File: src/rtl/ppz_pkg.sv
// Shared widths, codes, types and defaults for the point projector and plotter.
`default_nettype none
package ppz_pkg;

  // Defaults for the top-level parameters.
  localparam int unsigned PIXELS_DEF = 8192;
  localparam int unsigned FOCAL_DEF  = 40;
  localparam int unsigned CAM_DEF    = 60;

  // Operation codes carried in tuser.
  localparam logic [1:0] OP_PLOT  = 2'd0;
  localparam logic [1:0] OP_CLEAR = 2'd1;
  localparam logic [1:0] OP_READ  = 2'd2;

  // Configuration register indexes.
  localparam logic [2:0] REG_SIN_A  = 3'd0;
  localparam logic [2:0] REG_COS_A  = 3'd1;
  localparam logic [2:0] REG_SIN_B  = 3'd2;
  localparam logic [2:0] REG_COS_B  = 3'd3;
  localparam logic [2:0] REG_SIN_C  = 3'd4;
  localparam logic [2:0] REG_COS_C  = 3'd5;
  localparam logic [2:0] REG_WIDTH  = 3'd6;
  localparam logic [2:0] REG_HEIGHT = 3'd7;

  // Datapath widths.
  localparam int COEF_W      = 20;          // rotation coefficients, Q14
  localparam int ACC_W       = 2 * COEF_W;  // rotated coordinates, Q22
  localparam int QF          = 14;          // fraction bits of a coefficient
  localparam int ZQF         = 22;          // fraction bits of a rotated coordinate
  localparam int RECIP_SHIFT = 46;          // reciprocal is 2^46 / z
  localparam int DIVD_W      = RECIP_SHIFT + 1;
  localparam int DIVS_W      = 37;          // positive depth fits here
  localparam int NUM_W       = 48;          // scaled projection numerators
  localparam int IW          = 49;          // projected column and row
  localparam int IDX_W       = IW + 10;     // frame index before range check
  localparam int DEPTH_W     = 24;
  localparam int GLYPH_W     = 8;
  localparam int WORD_W      = DEPTH_W + GLYPH_W;

  localparam logic [DEPTH_W-1:0] DEPTH_MAX  = 24'hFF_FFFF;
  localparam logic [GLYPH_W-1:0] SPACE_CODE = 8'd32;

  typedef struct packed {
    logic signed [15:0] sin_a;
    logic signed [15:0] cos_a;
    logic signed [15:0] sin_b;
    logic signed [15:0] cos_b;
    logic signed [15:0] sin_c;
    logic signed [15:0] cos_c;
  } rot_cfg_t;

endpackage
`default_nettype wire

File: src/rtl/ppz_div.sv
// Unsigned restoring divider, one quotient bit per cycle.
`default_nettype none
module ppz_div (
  input  logic                          clk,
  input  logic                          rst,
  input  logic                          start,
  input  logic [ppz_pkg::DIVD_W-1:0]    dividend,
  input  logic [ppz_pkg::DIVS_W-1:0]    divisor,
  output logic                          done,
  output logic [ppz_pkg::DIVD_W-1:0]    quotient,
  output logic [ppz_pkg::DIVS_W-1:0]    remainder
);
  import ppz_pkg::*;

  localparam int CNT_W = $clog2(DIVD_W + 1);

  logic              busy;
  logic [CNT_W-1:0]  cnt;
  logic [DIVS_W-1:0] dvs;
  logic [DIVS_W:0]   trial;
  logic [DIVS_W:0]   diff;
  logic              ge;

  assign trial = {remainder, quotient[DIVD_W-1]};
  assign ge    = trial >= {1'b0, dvs};
  assign diff  = trial - {1'b0, dvs};

  always_ff @(posedge clk) begin
    if (rst) begin
      busy <= 1'b0;
      done <= 1'b0;
      cnt  <= '0;
    end else begin
      done <= 1'b0;
      if (start) begin
        busy <= 1'b1;
        cnt  <= CNT_W'(DIVD_W);
      end else if (busy) begin
        cnt <= cnt - CNT_W'(1);
        if (cnt == CNT_W'(1)) begin
          busy <= 1'b0;
          done <= 1'b1;
        end
      end
    end
    if (start) begin
      quotient  <= dividend;
      remainder <= '0;
      dvs       <= divisor;
    end else if (busy) begin
      remainder <= ge ? diff[DIVS_W-1:0] : trial[DIVS_W-1:0];
      quotient  <= {quotient[DIVD_W-2:0], ge};
    end
  end

endmodule
`default_nettype wire

File: config.mk
export PLATFORM = sky130hd
export DESIGN_NAME = ppz_div
export DESIGN_NICKNAME = d
export VERILOG_FILES = /design/src/rtl/ppz_pkg.sv /design/src/rtl/ppz_div.sv
export SDC_FILE = /design/constraint.sdc
export NUM_CORES = 1
export LEC_CHECK = 0
export BUFFER_PORTS_ARGS = -buffer_cell sky130_fd_sc_hd__buf_2
export CORE_ASPECT_RATIO = 0.9
export CORE_MARGIN = 5
export CORE_UTILIZATION = 55
export CTS_CLUSTER_DIAMETER = 100
export DETAILED_ROUTE_END_ITERATION = 8
export GPL_ROUTABILITY_DRIVEN = 0
export PLACE_DENSITY_LB_ADDON = 0.25
export SETUP_SLACK_MARGIN = 0.02
export SLEW_MARGIN = 20
export SYNTH_ARGS = -nofsm -noshare
export SYNTH_HDL_FRONTEND = slang
export SYNTH_SLANG_ARGS = --single-unit
File: constraint.sdc
create_clock -name clk -period 3.25 [get_ports clk]
set_input_delay 0.4875 -clock clk [delete_from_list [all_inputs] [get_ports clk]]
set_output_delay 0.4875 -clock clk [all_outputs]
set_load 0.02 [all_outputs]
==> flow_summary.yaml <==
clocking:
  ctsHoldBuffers: 0
  cts_max_level: 4
  cts.sinks: 129
  clk_pin_slew_ns: 0.06
  cts_buffers: 17
  cts_root_buffer: "clkbuf_16"
  cts_buffer_depth: 2
  clk_latency_ns: 0.42
  cts_tree: "done"
sta:
  period_needed_ns: 3.05
  finalSetupViolations: 0
  finalCritPeriodShare_pct: 93.8
  slew_violations: 0
  rsz0062_at_grt: "false"
  tightest_slew_ns: 0.750
  finalHoldViolCount: 0
  max_slew_margin_pct: 50.0
  fin_skew_ns: 0.0129
  hold-worst-slack_ns: 0.241
  fin_tns_setup_ns: 0
  fin_ws_ns: 0.201
  fmax_mhz: 328
logic_synthesis:
  yosysWarningCount: 0
  synth-compound-area-share_pct: 16.1
  synth_cell_types: 58
  yosysTopAreaCellShare_pct: 34.2
  synth_edf_count: 84
  synth-adder-area-share_pct: 6.88
  muxShareOfSynthArea_pct: 8.94
  yosys.area_share.simple_pct: 11.9
  yosysMostFrequentCell: "nor2_1"
  yosys-top-cells-area: "edfxtp_1 34%, dfxtp_1 12%, mux2_2 7.2%"
  synthCells: 736
  synth_seq_cells: 129
  synthTopCellsByCount: "89 x nor2_1, 84 x edfxtp_1, 72 x a21oi_1"
  seq_area_frac_synth_pct: 46.4
  avgSynthCellArea_um2: 10.0
  synth_flop_cell: "edfxtp_1"
  synth_xor_area_share_pct: 4.51
  async_flop_share_pct: 0
  syn_nets: 863
  synth_top_family_by_area: "compound AO/OA/AOI/OAI gates"
  syn_area_um2: 7380
  synth_largest_area_cell: "edfxtp_1"
die:
  core_area_um2: 13300
  rows: 40
  dieArea_um2: 15800
  die_h_um: 120
  fp.dieW_um: 132
  io_pins: 172
  start_util_pct: 55.6
placement:
  dp_slack_ns: 0.139
  io_buffers: 171
  dp_hpwl_um: 12700
  placedCellCount: 1044
  placed_area_um2: 8350
cells_and_area:
  fillers: 1077
  syn_to_final_growth_pct: 22.0
  utilization_pct: 67.9
  antennaDiodeCount: 0
  design_area_um2: 9000
  fin_cells: 1077
  final_nets: 1023
  drive_above_1_share_pct: 29.8
global_routing:
  grt_first_pass_wirelength_um: 28800
  first_global_vias: 6039
  grt-ovfl-total: 0
  grt_max_degree: 78
  grt_usage_pct: 22.0
  antenna_found_initial: 0
setup_path:
  crit_buf_inv: 2
  crit_path_start_kind: "register"
  critPathKind: "register to register"
  crit_fanout: 4
  arrival_ns: 3.40
  end_kind: "register"
  critical_path.top_delay_family: "compound AO/OA/AOI/OAI gates"
  crit_slowest_cell: "fa_1"
  cp_common_cell: "inv_1"
  max_stage_delay_ns: 0.41
  crit_chain: "inv_1, ha_1, inv_1, fa_1, a21o_1, a311o_1, a21oi_2, o221ai_2, a21oi_4, or3_1, o31ai_1, o311a_1, nor3_2"
  worstPathRequired_ns: 3.60
power:
  powerDensity_nw_per_um2: 594
  p_total_mw: 5.34
  p_leak_nw: 4.04
  ir_worst_vdd_mv: 0.401
routing:
  wl_per_cell_um: 16.1
  first_iter_violations: 420
  drt_pass1_iterations: 5
  routed-via-count: 5978
  routed_wl_um: 17400
  remaining_drc_errors: 0
  via_per_inst: 5.55
  drtAntennaViolNets: 0
worst_hold_path:
  min_path_type: "primary input to register"
run:
  drv_cap: 0
outcome:
  status: "complete, no violations"
[area by class of cell]
type / instances / area, µm² / area share (%)
Inverter: 51 / 191 / 2.13
Multi-Input combinational cell: 517 / 3580 / 39.8
Sequential cell: 129 / 3420 / 38.0
Clock inverter: 13 / 186 / 2.07
Clock buffer: 19 / 443 / 4.92
Tap cell: 168 / 210 / 2.34
Timing Repair Buffer: 180 / 967 / 10.7
[power by group]
| group | internal (mW) | switching (mW) | total (mW) |
|---|---|---|---|
| Combinational | 0.517 | 0.777 | 1.29 |
| Sequential | 1.92 | 0.0973 | 2.02 |
| Clock | 1.30 | 0.728 | 2.03 |
[cell usage in the layout, fill, tap and decap left out, types with 3 or more instances in the layout]
| cell type | count |
|---|---|
| or3_1 | 3 |
| mux2_2 | 47 |
| xor2_1 | 22 |
| nand2b_1 | 6 |
| a211oi_1 | 34 |
| buf_12 | 3 |
| inv_1 | 51 |
| mux2i_1 | 13 |
| clkinvlp_4 | 4 |
| nand3_1 | 12 |
| o21ai_0 | 21 |
| nand4_1 | 11 |
| buf_4 | 6 |
| and2_1 | 3 |
| ha_1 | 39 |
| a31oi_1 | 4 |
| buf_2 | 170 |
| bufinv_16 | 4 |
| o211ai_1 | 3 |
| xnor2_1 | 16 |
| nor2_1 | 89 |
| edfxtp_1 | 84 |
| o21ai_1 | 10 |
| o21bai_1 | 3 |
| dfxtp_1 | 44 |
| a21oi_1 | 72 |
| nand2_1 | 42 |
| nor3_1 | 6 |
| clkbuf_16 | 17 |
| nor3b_1 | 3 |
| a21o_1 | 17 |
| o31ai_1 | 4 |
[worst reg2reg max path, cell delays in order (launching register included)]
cell,delay [ns]
edfxtp_1,0.40
inv_1,0.08
ha_1,0.15
inv_1,0.05
fa_1,0.41
a21o_1,0.23
a311o_1,0.38
a21oi_2,0.21
o221ai_2,0.18
a21oi_4,0.21
or3_1,0.13
o31ai_1,0.06
o311a_1,0.34
nor3_2,0.15
[repair_timing]
item | 4_1_cts | 5_1_grt
endpoints found under the hold margin | 0 | 0
endpoints found under the setup margin | 0 | 9
resized for setup | 0 | 4
buffers inserted | 0 | 1
[cell families after synthesis]
family | after synthesis
adders and majority gates | 40
and+or+nand+nor | 192
buffers and inverters | 90
AOI/OAI and AO/OA | 187
DFF | 129
muxes | 60
xor gates and xnor gates | 38
[flip-flops by register name (all words and copies together) (netlist names)]
register	count
quotient	47
dvs	37
remainder	37
cnt	6
busy	1
done	1
[per-layer routing]
layer | track usage [%] | wire, µm | vias to the layer above
met1 | 27.0 | 7640 | 2812
li1 | - | - | 2986
met2 | 37.4 | 8560 | 158
met3 | 6.66 | 873 | 22
met5 | 0 | 0 | -
met4 | 6.75 | 286 | 0
[path summary, 6_finish.rpt]
check               startpoint             to  slack [ns]  depth (start not counted)
hold / removal     divisor[14]        dvs[14]        0.24                          1
setup reg to reg  quotient[46]  remainder[28]        0.20                         13
setup / recovery  quotient[46]  remainder[28]        0.20                         13
hold reg to reg           busy           done        0.52                          1
(Power assumes the default switching activity.)
