--- src/rtl/ppz_pkg.sv ---
// Shared widths, codes, types and defaults for the point projector and plotter.
`default_nettype none
package ppz_pkg;

  // Defaults for the top-level parameters.
  localparam int unsigned PIXELS_DEF = 8192;
  localparam int unsigned FOCAL_DEF  = 40;
  localparam int unsigned CAM_DEF    = 60;

  // Operation codes carried in tuser.
  localparam logic [1:0] OP_PLOT  = 2'd0;
  localparam logic [1:0] OP_CLEAR = 2'd1;
  localparam logic [1:0] OP_READ  = 2'd2;

  // Configuration register indexes.
  localparam logic [2:0] REG_SIN_A  = 3'd0;
  localparam logic [2:0] REG_COS_A  = 3'd1;
  localparam logic [2:0] REG_SIN_B  = 3'd2;
  localparam logic [2:0] REG_COS_B  = 3'd3;
  localparam logic [2:0] REG_SIN_C  = 3'd4;
  localparam logic [2:0] REG_COS_C  = 3'd5;
  localparam logic [2:0] REG_WIDTH  = 3'd6;
  localparam logic [2:0] REG_HEIGHT = 3'd7;

  // Datapath widths.
  localparam int COEF_W      = 20;          // rotation coefficients, Q14
  localparam int ACC_W       = 2 * COEF_W;  // rotated coordinates, Q22
  localparam int QF          = 14;          // fraction bits of a coefficient
  localparam int ZQF         = 22;          // fraction bits of a rotated coordinate
  localparam int RECIP_SHIFT = 46;          // reciprocal is 2^46 / z
  localparam int DIVD_W      = RECIP_SHIFT + 1;
  localparam int DIVS_W      = 37;          // positive depth fits here
  localparam int NUM_W       = 48;          // scaled projection numerators
  localparam int IW          = 49;          // projected column and row
  localparam int IDX_W       = IW + 10;     // frame index before range check
  localparam int DEPTH_W     = 24;
  localparam int GLYPH_W     = 8;
  localparam int WORD_W      = DEPTH_W + GLYPH_W;

  localparam logic [DEPTH_W-1:0] DEPTH_MAX  = 24'hFF_FFFF;
  localparam logic [GLYPH_W-1:0] SPACE_CODE = 8'd32;

  typedef struct packed {
    logic signed [15:0] sin_a;
    logic signed [15:0] cos_a;
    logic signed [15:0] sin_b;
    logic signed [15:0] cos_b;
    logic signed [15:0] sin_c;
    logic signed [15:0] cos_c;
  } rot_cfg_t;

endpackage
`default_nettype wire

--- src/rtl/ppz_rot.sv ---
// Rotation unit: forms the rotation matrix and rotates one point on a shared multiplier.
`default_nettype none
module ppz_rot #(
  parameter int unsigned CAMERA_DISTANCE = ppz_pkg::CAM_DEF
) (
  input  logic                               clk,
  input  logic                               rst,
  input  logic                               start,
  input  ppz_pkg::rot_cfg_t                  cfg,
  input  logic signed [15:0]                 pnt_x,
  input  logic signed [15:0]                 pnt_y,
  input  logic signed [15:0]                 pnt_z,
  output logic                               done,
  output logic signed [ppz_pkg::ACC_W-1:0]   x,
  output logic signed [ppz_pkg::ACC_W-1:0]   y,
  output logic signed [ppz_pkg::ACC_W-1:0]   z
);
  import ppz_pkg::*;

  typedef enum logic [4:0] {
    M_SASB, M_CASB, M_XI, M_XJ0, M_XJ1, M_XK0, M_XK1, M_YI, M_YJ0, M_YJ1,
    M_YK0, M_YK1, M_ZJ, M_ZK, M_X0, M_X1, M_X2, M_Y0, M_Y1, M_Y2, M_Z0, M_Z1, M_Z2
  } step_t;

  localparam logic signed [ACC_W-1:0] CAM_Q = ACC_W'(CAMERA_DISTANCE) <<< ZQF;
  localparam logic signed [ACC_W-1:0] RND   = ACC_W'(1) <<< (QF - 1);

  step_t step, step_d;
  logic  busy, pv;
  logic signed [COEF_W-1:0] op_a, op_b;
  logic signed [ACC_W-1:0]  prod, rsum;
  logic signed [COEF_W-1:0] q;
  logic signed [COEF_W-1:0] sasb, casb, xi, xj, xk, yi, yj, yk, zj, zk;

  always_comb begin
    op_a = '0;
    op_b = '0;
    case (step)
      M_SASB: begin op_a = COEF_W'(cfg.sin_a); op_b = COEF_W'(cfg.sin_b); end
      M_CASB: begin op_a = COEF_W'(cfg.cos_a); op_b = COEF_W'(cfg.sin_b); end
      M_XI:   begin op_a = COEF_W'(cfg.cos_b); op_b = COEF_W'(cfg.cos_c); end
      M_XJ0:  begin op_a = sasb;               op_b = COEF_W'(cfg.cos_c); end
      M_XJ1:  begin op_a = COEF_W'(cfg.cos_a); op_b = COEF_W'(cfg.sin_c); end
      M_XK0:  begin op_a = COEF_W'(cfg.sin_a); op_b = COEF_W'(cfg.sin_c); end
      M_XK1:  begin op_a = casb;               op_b = COEF_W'(cfg.cos_c); end
      M_YI:   begin op_a = COEF_W'(cfg.cos_b); op_b = COEF_W'(cfg.sin_c); end
      M_YJ0:  begin op_a = COEF_W'(cfg.cos_a); op_b = COEF_W'(cfg.cos_c); end
      M_YJ1:  begin op_a = sasb;               op_b = COEF_W'(cfg.sin_c); end
      M_YK0:  begin op_a = COEF_W'(cfg.sin_a); op_b = COEF_W'(cfg.cos_c); end
      M_YK1:  begin op_a = casb;               op_b = COEF_W'(cfg.sin_c); end
      M_ZJ:   begin op_a = COEF_W'(cfg.sin_a); op_b = COEF_W'(cfg.cos_b); end
      M_ZK:   begin op_a = COEF_W'(cfg.cos_a); op_b = COEF_W'(cfg.cos_b); end
      M_X0:   begin op_a = COEF_W'(pnt_x);     op_b = xi; end
      M_X1:   begin op_a = COEF_W'(pnt_y);     op_b = xj; end
      M_X2:   begin op_a = COEF_W'(pnt_z);     op_b = xk; end
      M_Y0:   begin op_a = COEF_W'(pnt_x);     op_b = yi; end
      M_Y1:   begin op_a = COEF_W'(pnt_y);     op_b = yj; end
      M_Y2:   begin op_a = COEF_W'(pnt_z);     op_b = yk; end
      M_Z0:   begin op_a = COEF_W'(pnt_x);     op_b = COEF_W'(cfg.sin_b); end
      M_Z1:   begin op_a = COEF_W'(pnt_y);     op_b = zj; end
      M_Z2:   begin op_a = COEF_W'(pnt_z);     op_b = zk; end
      default: begin op_a = '0; op_b = '0; end
    endcase
  end

  // Round a Q28 product back to Q14, ties toward plus infinity.
  assign rsum = prod + RND;
  assign q    = COEF_W'(rsum >>> QF);

  always_ff @(posedge clk) begin
    if (rst) begin
      busy <= 1'b0;
      pv   <= 1'b0;
      done <= 1'b0;
      step <= M_SASB;
    end else begin
      done <= 1'b0;
      pv   <= busy;
      if (start) begin
        busy <= 1'b1;
        step <= M_SASB;
      end else if (busy) begin
        if (step == M_Z2) begin
          busy <= 1'b0;
        end else begin
          step <= step_t'(step + 5'd1);
        end
      end
      if (pv && step_d == M_Z2) begin
        done <= 1'b1;
      end
    end
    if (busy) begin
      prod   <= op_a * op_b;
      step_d <= step;
    end
    if (pv) begin
      case (step_d)
        M_SASB: sasb <= q;
        M_CASB: casb <= q;
        M_XI:   xi   <= q;
        M_XJ0:  xj   <= q;
        M_XJ1:  xj   <= xj + q;
        M_XK0:  xk   <= q;
        M_XK1:  xk   <= xk - q;
        M_YI:   yi   <= -q;
        M_YJ0:  yj   <= q;
        M_YJ1:  yj   <= yj - q;
        M_YK0:  yk   <= q;
        M_YK1:  yk   <= yk + q;
        M_ZJ:   zj   <= -q;
        M_ZK:   zk   <= q;
        M_X0:   x    <= prod;
        M_X1:   x    <= x + prod;
        M_X2:   x    <= x + prod;
        M_Y0:   y    <= prod;
        M_Y1:   y    <= y + prod;
        M_Y2:   y    <= y + prod;
        M_Z0:   z    <= prod + CAM_Q;
        M_Z1:   z    <= z + prod;
        M_Z2:   z    <= z + prod;
        default: ;
      endcase
    end
  end

endmodule
`default_nettype wire

--- config.mk ---
export PLATFORM = sky130hd
export DESIGN_NAME = ppz_rot
export DESIGN_NICKNAME = d
export VERILOG_FILES = /design/src/rtl/ppz_pkg.sv /design/src/rtl/ppz_rot.sv
export SDC_FILE = /design/constraint.sdc
export NUM_CORES = 2
export LEC_CHECK = 0
export ABC_CLOCK_PERIOD_IN_PS = 22800
export BUFFER_PORTS_ARGS = -buffer_cell sky130_fd_sc_hd__buf_2
export CAP_MARGIN = 5
export CORE_ASPECT_RATIO = 1.1
export CORE_MARGIN = 2
export CORE_UTILIZATION = 60
export DETAILED_ROUTE_END_ITERATION = 8
export PLACE_DENSITY_LB_ADDON = 0.2
export RECOVER_POWER = 50
export SLEW_MARGIN = 20
export SYNTH_ARGS = -nofsm -noshare
export SYNTH_HDL_FRONTEND = slang
export SYNTH_SLANG_ARGS = --single-unit
--- constraint.sdc ---
create_clock -name clk -period 22.8 [get_ports clk]
set_clock_uncertainty 0.1 [all_clocks]
set_input_delay 3.42 -clock clk [delete_from_list [all_inputs] [get_ports clk]]
set_output_delay 3.42 -clock clk [all_outputs]
set_load 0.01 [all_outputs]
==> key figures <==
Logic synthesis
  – Synth Flop Type: edfxtp_1
  – Yosys cell types: between 90 and 100
  – Syn avg cell area: roughly 9.4 um2
  – Syn nets: around 5,300
  – Post-synth EDFFs: about 370
  – Yosys reg bits: ~370
  – Async SR Flop Fraction: 0
  – Syn Inst Count: 4,375
  – Post-Syn Area: 41,200 um2
  – Register area share after synthesis: 0.270
  – Synthesis Warnings: 0

Clocking
  – Postcts setup bufs: 0
  – CTS H-tree depth: 2
  – Root buffer cell: clkbuf_16
  – CTS tree: yes
  – CTS-repair resized insts: 0
  – Post-CTS Hold Fix Bufs: 0
  – Deepest clock path buffer count: 3
  – TritonCTS buffer count: 43
  – Clock Sinks: 373
  – Worst-Skew Late Latency: roughly 0.59 ns
  – CTS clock-pin slew for the worst setup and hold paths: approximately 0.070 ns

Floorplanning
  – Site Rows: 100
  – Die W: 254 um
  – Initial core utilization: 0.607
  – Die Area: between 70,000 and 80,000 um2
  – CORE AREA: between 60,000 and 70,000 um2
  – IO Pins: between 200 and 300
  – Chip Height: 279 um

Global routing
  – Vias in the first global route: between 30,000 and 40,000
  – First-pass GRT wire length: 195 mm
  – Total track usage: 0.363
  – Largest net degree at the start of global routing: 84
  – Initial antenna violation count: 8
  – GRT overflow: 0

Critical path
  – CP arrival: between 10 and 15 ns
  – Crit path capture type: flop
  – CP required: 23.09 ns
  – Worst-path maximum fanout: 13
  – WS Path Type: input pin to flop
  – Critical path launch point type: input pin

Finish
  – Layout cells sized above 1: 0.109
  – Final #Nets: between 5,000 and 6,000
  – Area grow syn2layout: 10.1%

Routing
  – Iteration-0 DRC Markers: approximately 3,800
  – Routed WL: roughly 130 mm
  – WL/cell: between 20 and 25 um
  – Antenna-violating nets left: 0
  – Drt first pass iters: 9
  – Detailed-route DRC error count: 0
  – DR vias/cell: roughly 6.2
  – Via count: approximately 35,000

Timing
  – Final setup fails: 0
  – Crit path time final: 12.15 ns
  – Worst-Margin Slew: 3.17 ns
  – Final slew viol count: around 480
  – RSZ-0062 raised after global routing: false
  – Hold violation count in the final report: 0
  – Fin Setup TNS: 0 ns
  – FMAX: slightly above 0.08 GHz
  – Period utilisation layout: 0.533
  – Max transition margin: -1.12

Min path
  – Type of the tightest min-delay check: flop to flop

Place
  – Port Buffers: approximately 270
  – Routability Congestion: slightly below 1
  – Dpl hpwl: approximately 100 mm

Job
  – Max Cap Violations: 11

Outcome
  – Violated checks: capacitance limit, slew limit
  – Status: complete, but fails checks
-- state kept, by name, summed over array words and instances, names as in the netlist, 40 cells and up --
| name | cells |
|---|---|
| x | 40 |
| y | 40 |
| z | 40 |
| prod | 40 |
-- logic make-up (layout without fill, tap and decap cells) --
kind of cell | after synthesis | in the layout | synth area share
compound gates | 960 | 960 | 0.157
fa+ha+maj | 736 | 736 | 0.302
other cells | 0 | 5 | 0
simple gates | 1332 | 1332 | 0.150
buf+inv | 731 | 1008 | 0.0677
xor+xnor | 231 | 231 | 0.0500
mux | 12 | 12 | 0.00301
flops | 373 | 373 | 0.270
-- synthesized netlist by cell type (26+ instances only) --
library cell,instances,area (um2)
inv_1,560,2100
nand2_1,437,1640
fa_1,428,8570
nor2_1,414,1550
edfxtp_1,365,11000
ha_1,308,3850
a21oi_1,246,1230
o21ai_0,200,1000
xnor2_1,129,1130
clkbuf_1,128,480
xor2_1,99,867
a21o_1,98,736
nor3_1,74,370
nand3_1,63,315
a22oi_1,61,458
nand2b_1,56,350
and3_1,44,275
nor2b_1,42,263
a221oi_1,39,342
o21a_1,37,278
a222oi_1,35,350
nand4_1,35,219
a211oi_1,33,248
buf_2,29,145
o31ai_1,29,218
and2_1,27,169
or2_2,26,163
or3_1,26,163
-- metrics by stage --
| step | cell area (um2) | hold WS, ns | util | cells | worst slack [ns] |
|---|---|---|---|---|---|
| after detailed placement | 43900 | 0.444 | 0.647 | 5491 | 10.29 |
| after global routing | 45300 | 0.462 | 0.668 | 5571 | 10.25 |
| final | 45300 | 0.458 | 0.668 | 5575 | 10.65 |
| after floorplan | 41200 | 0.303 | - | 4375 | 12.34 |
| after global placement | 43900 | 0.434 | 0.647 | 5487 | 10.36 |
| after CTS | 45500 | 0.453 | 0.670 | 5569 | 10.88 |
-- worst paths after layout --
check / startpoint / end / slack (ns) / depth (start not counted)
setup / recovery: cfg[38] / prod[39] / 10.65 / 28
hold reg to reg: step[1] / step_d[1] / 0.46 / 0
hold / removal: step[1] / step_d[1] / 0.46 / 0
setup reg to reg: step[3] / prod[39] / 11.55 / 32
-- cells in the final DEF (no fill, tap or decap), types with 37 or more instances in the layout --
cell type	n
xnor2_1	128
a22oi_1	61
and3_1	45
buf_4	69
ha_1	308
a21oi_1	237
nor2_1	412
edfxtp_1	365
clkbuf_16	44
nand2b_1	56
fa_1	428
inv_1	561
a21o_1	98
nand3_1	61
xor2_1	99
o21ai_0	200
buf_2	268
o21a_1	37
nand2_1	437
nor2b_1	42
a221oi_1	39
nor3_1	66
-- layer usage --
| layer | up-vias | global-route usage | part of all wire |
|---|---|---|---|
| met1 | 16784 | 0.486 | 0.38 |
| met5 | - | 0 | 0.00034 |
| met2 | 1941 | 0.566 | 0.45 |
| met3 | 363 | 0.0668 | 0.11 |
| li1 | 15663 | - | - |
| met4 | 8 | 0.186 | 0.059 |
-- cell type report --
type / count / area [um2]
diodes: 5 / 12.5
clock buffers: 46 / 1110
clock inverters: 32 / 443
fillers: 5525 / 22500
inverters: 563 / 2110
multi-input cells: 3271 / 27400
flip-flops and latches: 373 / 11100
well taps: 918 / 1150
repair buffers: 367 / 1980
-- critical path: stages --
cell and delay [ns]:
buf_2 0.12, a222oi_1 0.97, inv_1 0.11, a221oi_1 0.66
nand4_1 0.71, nand2b_1 0.32, fa_1 0.19, inv_1 0.05
fa_1 0.48, inv_1 0.05, fa_1 0.47, inv_1 0.05
fa_1 0.48, fa_1 0.50, fa_1 0.50, inv_1 0.05
fa_1 0.47, inv_1 0.04, ha_1 0.33, and3_1 0.25
o211ai_1 0.11, nor3_1 0.33, o211ai_1 0.21, a2111oi_0 0.71
o21ai_0 0.24, a21oi_1 0.23, nor4_1 0.08, a311oi_1 0.30
Power is left out: the tool's default activity adds up to more than one toggle a clock period on the data nets, which glitch-free logic cannot reach.
